## src/sv/single_source_shortest_paths_assert.svh

```systemverilog
// Assertion macros for the shortest-path block.
// Uses the clk and rst_n names of the including module; no other dependency.
`ifndef SINGLE_SOURCE_SHORTEST_PATHS_ASSERT_SVH
`define SINGLE_SOURCE_SHORTEST_PATHS_ASSERT_SVH
`ifndef SYNTH
`define SSP_ASSERT(lbl, p) \
  lbl: assert property (@(posedge clk) disable iff (!rst_n) (p)) \
    else $error("ssp assertion failed");
`define SSP_ASSERT_IMP(lbl, a, c) \
  lbl: assert property (@(posedge clk) disable iff (!rst_n) (a) |-> (c)) \
    else $error("ssp implication failed");
`else
`define SSP_ASSERT(lbl, p)
`define SSP_ASSERT_IMP(lbl, a, c)
`endif
`endif

```

## src/sv/ssp_pkg.sv

```systemverilog
// Shared types and constants of the shortest-path block.
// No dependencies.
`default_nettype none
package ssp_pkg;
  localparam int MAX_VERTICES = 32;
  localparam int MAX_EDGES    = 256;
  localparam int WEIGHT_BITS  = 16;
  localparam int VAW = $clog2(MAX_VERTICES);
  localparam int CW  = $clog2(MAX_VERTICES + 1);
  localparam int EAW = $clog2(MAX_EDGES);
  localparam int EW  = $clog2(MAX_EDGES + 1);
  localparam int DW  = 31;
  localparam logic [EW-1:0] NO_EDGE  = EW'(MAX_EDGES);
  localparam logic [DW-1:0] DIST_INF = {DW{1'b1}};
  localparam logic [DW-1:0] DIST_SAT = {{(DW-1){1'b1}}, 1'b0};

  localparam logic [1:0] OP_ADD   = 2'd0;
  localparam logic [1:0] OP_RUN   = 2'd1;
  localparam logic [1:0] OP_CLEAR = 2'd2;

  typedef struct packed {
    logic [1:0]             op;
    logic [4:0]             from_vertex;
    logic [4:0]             to_vertex;
    logic [WEIGHT_BITS-1:0] weight;
  } in_item_t;

  typedef struct packed {
    logic [4:0]    vertex;
    logic [DW-1:0] distance;
    logic          reachable;
    logic          has_predecessor;
    logic [4:0]    predecessor;
    logic          edges_dropped;
    logic          last;
  } out_item_t;

  typedef struct packed {
    logic [VAW-1:0]         target;
    logic [WEIGHT_BITS-1:0] cost;
    logic [EW-1:0]          link;
  } edge_t;

  typedef struct packed {
    logic           has_pred;
    logic [VAW-1:0] pred;
    logic [DW-1:0]  dval;
  } dist_t;

  typedef struct packed {
    logic [VAW-1:0] vtx;
    logic [DW-1:0]  key;
  } hent_t;

  typedef enum logic [4:0] {
    S_IDLE, S_DEC, S_ADD_RD, S_ADD_WR, S_INIT, S_SRC, S_SU, S_SU_CMP,
    S_E0, S_E1, S_E2, S_EX0, S_EX1, S_EX2, S_SD, S_SD_L, S_SD_R,
    S_RLX, S_RLX2, S_OUT_RD, S_OUT_WR
  } state_t;

  typedef enum logic [4:0] {
    DP_NOP, DP_LATCH, DP_DEC, DP_ADD_RD, DP_ADD_WR, DP_INIT, DP_SRC, DP_SU,
    DP_SU_CMP, DP_E0, DP_E1, DP_E2, DP_EX0, DP_EX1, DP_EX2, DP_SD, DP_SD_L,
    DP_SD_R, DP_RLX, DP_RLX2, DP_OUT_RD, DP_OUT_WR
  } dp_op_t;

  typedef struct packed {
    dp_op_t op;
    logic   cfg_we;
  } cmd_t;

  typedef struct packed {
    logic [1:0] op;
    logic ec_full;
    logic src_ok;
    logic init_done;
    logic i_zero;
    logic su_less;
    logic sd_leaf;
    logic sd_stay;
    logic e_end;
    logic cnt_zero;
    logic relax;
    logic out_free;
    logic out_last;
  } sts_t;
endpackage
`default_nettype wire

```

## src/sv/ssp_ctrl.sv

```systemverilog
// Sequencer for graph loading, heap search and result readout.
// Depends on ssp_pkg.
`default_nettype none
module ssp_ctrl import ssp_pkg::*; (
  input  wire logic clk,
  input  wire logic rst_n,
  input  wire logic in_valid,
  output logic      in_stall,
  input  wire logic cfg_valid,
  output logic      cfg_ready,
  input  wire sts_t sts,
  output cmd_t      cmd
);
  state_t state_r, state_nxt;

  always_ff @(posedge clk) begin
    if (!rst_n) begin
      state_r <= S_IDLE;
    end else begin
      state_r <= state_nxt;
    end
  end

  always_comb begin
    state_nxt = state_r;
    unique case (state_r)
      S_IDLE:   if (in_valid) state_nxt = S_DEC;
      S_DEC: begin
        if (sts.op == OP_ADD && !sts.ec_full) state_nxt = S_ADD_RD;
        else if (sts.op == OP_RUN) state_nxt = S_INIT;
        else state_nxt = S_IDLE;
      end
      S_ADD_RD: state_nxt = S_ADD_WR;
      S_ADD_WR: state_nxt = S_IDLE;
      S_INIT:   if (sts.init_done) state_nxt = S_SRC;
      S_SRC:    state_nxt = sts.src_ok ? S_SU : S_E0;
      S_SU:     state_nxt = sts.i_zero ? S_E0 : S_SU_CMP;
      S_SU_CMP: state_nxt = sts.su_less ? S_SU : S_E0;
      S_E0: begin
        if (!sts.e_end) state_nxt = S_E1;
        else if (sts.cnt_zero) state_nxt = S_OUT_RD;
        else state_nxt = S_EX0;
      end
      S_E1:     state_nxt = S_E2;
      S_E2:     state_nxt = sts.relax ? S_SU : S_E0;
      S_EX0:    state_nxt = S_EX1;
      S_EX1:    state_nxt = S_EX2;
      S_EX2:    state_nxt = S_SD;
      S_SD:     state_nxt = sts.sd_leaf ? S_RLX : S_SD_L;
      S_SD_L:   state_nxt = S_SD_R;
      S_SD_R:   state_nxt = sts.sd_stay ? S_RLX : S_SD;
      S_RLX:    state_nxt = S_RLX2;
      S_RLX2:   state_nxt = S_E0;
      S_OUT_RD: state_nxt = S_OUT_WR;
      S_OUT_WR: if (sts.out_free) state_nxt = sts.out_last ? S_IDLE : S_OUT_RD;
      default:  state_nxt = S_IDLE;
    endcase
  end

  always_comb begin
    in_stall   = (state_r != S_IDLE);
    cfg_ready  = (state_r == S_IDLE);
    cmd.cfg_we = cfg_valid && (state_r == S_IDLE);
    unique case (state_r)
      S_IDLE:   cmd.op = in_valid ? DP_LATCH : DP_NOP;
      S_DEC:    cmd.op = DP_DEC;
      S_ADD_RD: cmd.op = DP_ADD_RD;
      S_ADD_WR: cmd.op = DP_ADD_WR;
      S_INIT:   cmd.op = DP_INIT;
      S_SRC:    cmd.op = DP_SRC;
      S_SU:     cmd.op = DP_SU;
      S_SU_CMP: cmd.op = DP_SU_CMP;
      S_E0:     cmd.op = DP_E0;
      S_E1:     cmd.op = DP_E1;
      S_E2:     cmd.op = DP_E2;
      S_EX0:    cmd.op = DP_EX0;
      S_EX1:    cmd.op = DP_EX1;
      S_EX2:    cmd.op = DP_EX2;
      S_SD:     cmd.op = DP_SD;
      S_SD_L:   cmd.op = DP_SD_L;
      S_SD_R:   cmd.op = DP_SD_R;
      S_RLX:    cmd.op = DP_RLX;
      S_RLX2:   cmd.op = DP_RLX2;
      S_OUT_RD: cmd.op = DP_OUT_RD;
      S_OUT_WR: cmd.op = DP_OUT_WR;
      default:  cmd.op = DP_NOP;
    endcase
  end
endmodule
`default_nettype wire

```

## config.mk

```make
export PLATFORM = sky130hd
export DESIGN_NAME = ssp_ctrl
export DESIGN_NICKNAME = d
export VERILOG_FILES = /design/src/sv/single_source_shortest_paths_assert.svh /design/src/sv/ssp_pkg.sv /design/src/sv/ssp_ctrl.sv
export SDC_FILE = /design/constraint.sdc
export NUM_CORES = 1
export LEC_CHECK = 0
export BUFFER_PORTS_ARGS = -buffer_cell sky130_fd_sc_hd__buf_2
export CORE_UTILIZATION = 40
export CTS_CLUSTER_DIAMETER = 60
export CTS_CLUSTER_SIZE = 16
export DETAILED_ROUTE_END_ITERATION = 10
export GPL_TIMING_DRIVEN = 0
export PLACE_DENSITY = 0.65
export SLEW_MARGIN = 5
export SYNTH_ARGS = -nofsm -noshare
export SYNTH_HDL_FRONTEND = slang
export SYNTH_SLANG_ARGS = --single-unit
```

## constraint.sdc

```tcl
create_clock -name clk -period 1.8 [get_ports clk]
set_input_delay 0.36 -clock clk [delete_from_list [all_inputs] [get_ports clk]]
set_output_delay 0.36 -clock clk [all_outputs]
set_load 0.05 [all_outputs]
```

# Yosys cells after proc, flatten, opt, wreduce, memory -nomap -nowiden
# Cells that the tools add are included.
totals:
  inputBits: 18
  reg_bits: 5
  elab_cells: 49
op_classes:
  muxes: 17
  eq_ne: 24
  n_reduce_logical: 7
op_table:
  columns: ["op", "n"]
  rows:
  - ["5-bit case mux with 21 select lines", 1]
  - ["5-bit case mux with 20 select lines", 1]
  - ["5-bit by 4-bit equality test with 1-bit output, second input constant", 8]
  - ["5-bit 2-to-1 mux", 8]
  - ["5-bit equality test, second input constant", 5]
  - ["5-bit by 3-bit equality test with 1-bit output, second input constant", 4]
  - ["4-bit 2-to-1 mux", 4]
  - ["5-bit by 2-bit equality test with 1-bit output, second input constant", 2]
  - ["3-bit 2-to-1 mux", 2]
  - ["2-bit inequality test, second input constant", 3]
  - ["5-bit by 1-bit equality test with 1-bit output, second input constant", 1]
  - ["5-bit logical NOT", 1]
  - ["5-bit nonzero test", 1]
  - ["3-bit AND reduction", 1]
  - ["2-bit by 1-bit equality test with 1-bit output, second input constant", 1]
  - ["1-bit logical AND", 2]
  - ["2-bit logical NOT", 1]
  - ["1-bit logical NOT", 1]
  - ["1-bit 2-to-1 mux", 1]

# Depth between registers and ports, before layout
logic_depth:
  depth_word: 4
  mapped_depth: 6
  ltp_nobuf: 4

# Worst setup path after synthesis
# No wires, ideal clock.
synth_timing:
  path_kind: "register to output"
  startpoint: "register state_r[0]"
  endpoint: "output in_stall"
  path_stages_with_launch: 5
  t_arrival_ns: 2.492
  required_ns: 1.440
  slack_ns: -1.052
  n_path_buf: 1
  path_cell_list: "dfxtp_1 buf_2 or2_1 nor3_1 inv_1"
synth_between:
  elab_chain_len: 1
synth_rtl:
  columns: ["item", "line", "source"]
  rows:
  - ["start, declared", "ssp_ctrl.sv:14", "state_t state_r, state_nxt;"]
  - ["start signal, assigned", "ssp_ctrl.sv:20", "state_r <= state_nxt;"]
  - ["5-bit nonzero test", "ssp_ctrl.sv:61", "in_stall = (state_r != S_IDLE);"]
  - ["end, declared", "ssp_ctrl.sv:8", "output logic in_stall,"]
# No other way between the ends.

==> summary.txt <==
Finish
  • Layout area overhead: 52.7%
  • Commonest non-fill, non-tap cell in the layout: buf_2
  • Most flop-heavy register: state_r
  • Commonest cells after routing, fill and taps aside: buf_2 (18), buf_4 (16), buf_6 (10)
  • Fill count: 161
  • Sequential standard cell area: 114 um2
  • Share of layout cells above drive strength 1: 0.410
  • Max reg flops: 5
  • Area of the multi-input gates: 654 um2
  • Nets: 175
  • Diodes inserted: 0
  • Biggest regs: state_r (5)
  • Design Area, Final: 1220 um2

STA
  • Unrepaired setup endpoints after global routing: true
  • Final setup viols: 1
  • Period utilisation layout: 1.00
  • Worst slew pin tran: 0.364 ns
  • Fmax: 0.553 GHz
  • Fin Hold WS: 0.398 ns
  • Setup ws final: -0.00672 ns
  • Min Tclk post-route: 1.81 ns
  • Normalized max-slew margin: 0.755
  • Final Max Slew Viols: 0
  • Final clock skew: 0.00256 ns
  • Final hold violation count: 0

Clock network
  • Cts bufs inserted: 3
  • CTS tree: done
  • CTS Hold Bufs: 0
  • Clock buffer depth: 2
  • Worst-Skew Late Latency: 0.24 ns
  • TritonCTS Sinks: 5
  • Root buf cell: clkbuf_4
  • Clock-pin slew on the worst setup and hold paths: 0.04 ns
  • H-tree levels: 1

Placed design
  • I/O Buffers: 25
  • Routability cong.: 0.883
  • DPL Wire Length: 1850 um
  • Placed inst area: 1000 um2

GRT
  • Largest net degree at the start of global routing: 16
  • Initial antenna violation count: 0
  • Vias in the first global route: 905
  • Total gr overflow: 0
  • First-pass GRT wire length: 4150 um
  • GRT Total Usage: 0.270

Synthesis
  • Syn Nets: 132
  • Main flop type after synthesis: dfxtp_1
  • Synthesized instance count: 114
  • Synth async-reset ratio: 0
  • Ys Warns: 0
  • Post-synth EDFFs: 0
  • Synth Cell Area: 797 um2
  • Mean area per synthesized cell: 6.99 um2
  • Post-synthesis register bit count: 5
  • Yosys cell types: 47
  • Seq/Total Area, Yosys: 0.126

Min path
  • Hold path depth: 3
  • Min-Delay Path Class: in2reg

Power
  • Peak VDD IR: 0.668 mV
  • Final Total Pwr: 0.556 mW
  • PwrDens: 457 nW/um2
  • Leak pwr: 0.557 nW

Die
  • Core area: 1800 um2
  • Die area: 2170 um2
  • Die H: 46.6 um
  • # rows: 15
  • Number of I/O pins: 26
  • Die width: 46.6 um
  • Initial Util: 0.442

Route
  • Final wirelength: 2720 um
  • Drc violations: 0
  • Post-DRT Antenna Nets: 0
  • Drt first-iter violations: 32
  • Via Count: 1079
  • Vias/cell: 5.96
  • Drt pass-1 iters: 4
  • Avg WL per Cell: 15.0 um

Worst setup path
  • Cell count of the worst reg-to-reg path: 7
  • CP required: 1.44 ns
  • Launching element type of the critical path: register
  • Crit-path max FO: 6
  • WP data arrival: 1.45 ns
  • CP Capture Type: primary output
  • Kind of critical path: reg2out

Outcome
  • Status: finished, violations left
  • Failing checks: negative setup slack

Flow run
  • Maxcap violations: 0
[path summary, 6_finish.rpt]
path / startpoint / to / slack (ns)
min: rst_n / state_r[2] / 0.40
max: state_r[1] / cmd[1] / -0.007
min reg2reg: state_r[3] / state_r[1] / 0.77
max reg2reg: state_r[0] / state_r[1] / 0.06
[cell usage after synthesis, drive strengths merged (2+ instances only)]
| cell | instances | area [um2] |
|---|---|---|
| mux2i | 2 | 20.0 |
| dfxtp | 5 | 100 |
| or3b | 3 | 26.3 |
| a211oi | 2 | 15.0 |
| and3b | 2 | 17.5 |
| o21bai | 2 | 15.0 |
| a22oi | 2 | 15.0 |
| xor2 | 2 | 17.5 |
| buf | 10 | 65.1 |
| nand2b | 2 | 12.5 |
| or3 | 2 | 12.5 |
| nor2b | 6 | 37.5 |
| nor4 | 2 | 18.8 |
| nor3b | 4 | 30.0 |
| nor2 | 8 | 30.0 |
| nand2 | 8 | 30.0 |
| inv | 5 | 18.8 |
| a21oi | 7 | 35.0 |
| o21ai | 9 | 45.0 |
| nor3 | 2 | 10.0 |
| a21o | 2 | 15.0 |
| a31oi | 3 | 18.8 |
| nand3 | 3 | 15.0 |
| or2 | 3 | 18.8 |
[through the flow]
step,setup TNS [ns],instances,worst slack (ns),utilization
2_1_floorplan,-0.547,114,-0.149,-
3_3_place_gp,-0.167,164,-0.138,0.556
3_5_place_dp,-0.183,164,-0.146,0.556
4_1_cts,-0.0514,179,-0.0259,0.656
5_1_grt,-0.155,181,-0.0596,0.676
6_report,-0.00672,181,-0.00672,0.676
[cell families after synthesis]
| family | after synthesis | share of synthesized area |
|---|---|---|
| flops | 5 | 0.126 |
| mux | 2 | 0.0251 |
| xor+xnor | 2 | 0.0220 |
| buf+inv | 15 | 0.105 |
| simple gates | 51 | 0.388 |
| compound gates | 39 | 0.334 |
[power breakdown]
| group | total, mW | internal [mW] | switching (mW) |
|---|---|---|---|
| sequential | 0.123 | 0.114 | 0.00860 |
| combinational | 0.309 | 0.131 | 0.179 |
| clock | 0.124 | 0.0835 | 0.0408 |
| total | 0.556 | 0.328 | 0.228 |
[what timing repair did]
item | CTS | global route
setup endpoints to repair | 8 | 8
gates resized for setup | 27 | 10
pin swaps | 5 | 5
setup buffers | 12 | 3
[final cells by class]
cell class | instances | share of cell area
multi-input combinational | 94 | 0.538
timing repair buffer | 40 | 0.229
sequential | 5 | 0.0935
buffer | 8 | 0.0771
tap | 25 | 0.0257
clock buffer | 4 | 0.0216
inverter | 5 | 0.0154
[worst max-delay path, cell delays in order, from the launching register on]
cell and delay [ns]:
dfxtp_2 0.32, buf_6 0.12, buf_6 0.12, a21o_1 0.19, a221oi_4 0.26, buf_6 0.19
[per-layer routing]
layer,track usage,routed length [um],vias up
met5,0,0,-
met4,0.0857,38,0
met3,0.0510,160,8
met2,0.411,1240,50
met1,0.378,1290,509
li1,-,-,512
(Power assumes the default switching activity.)
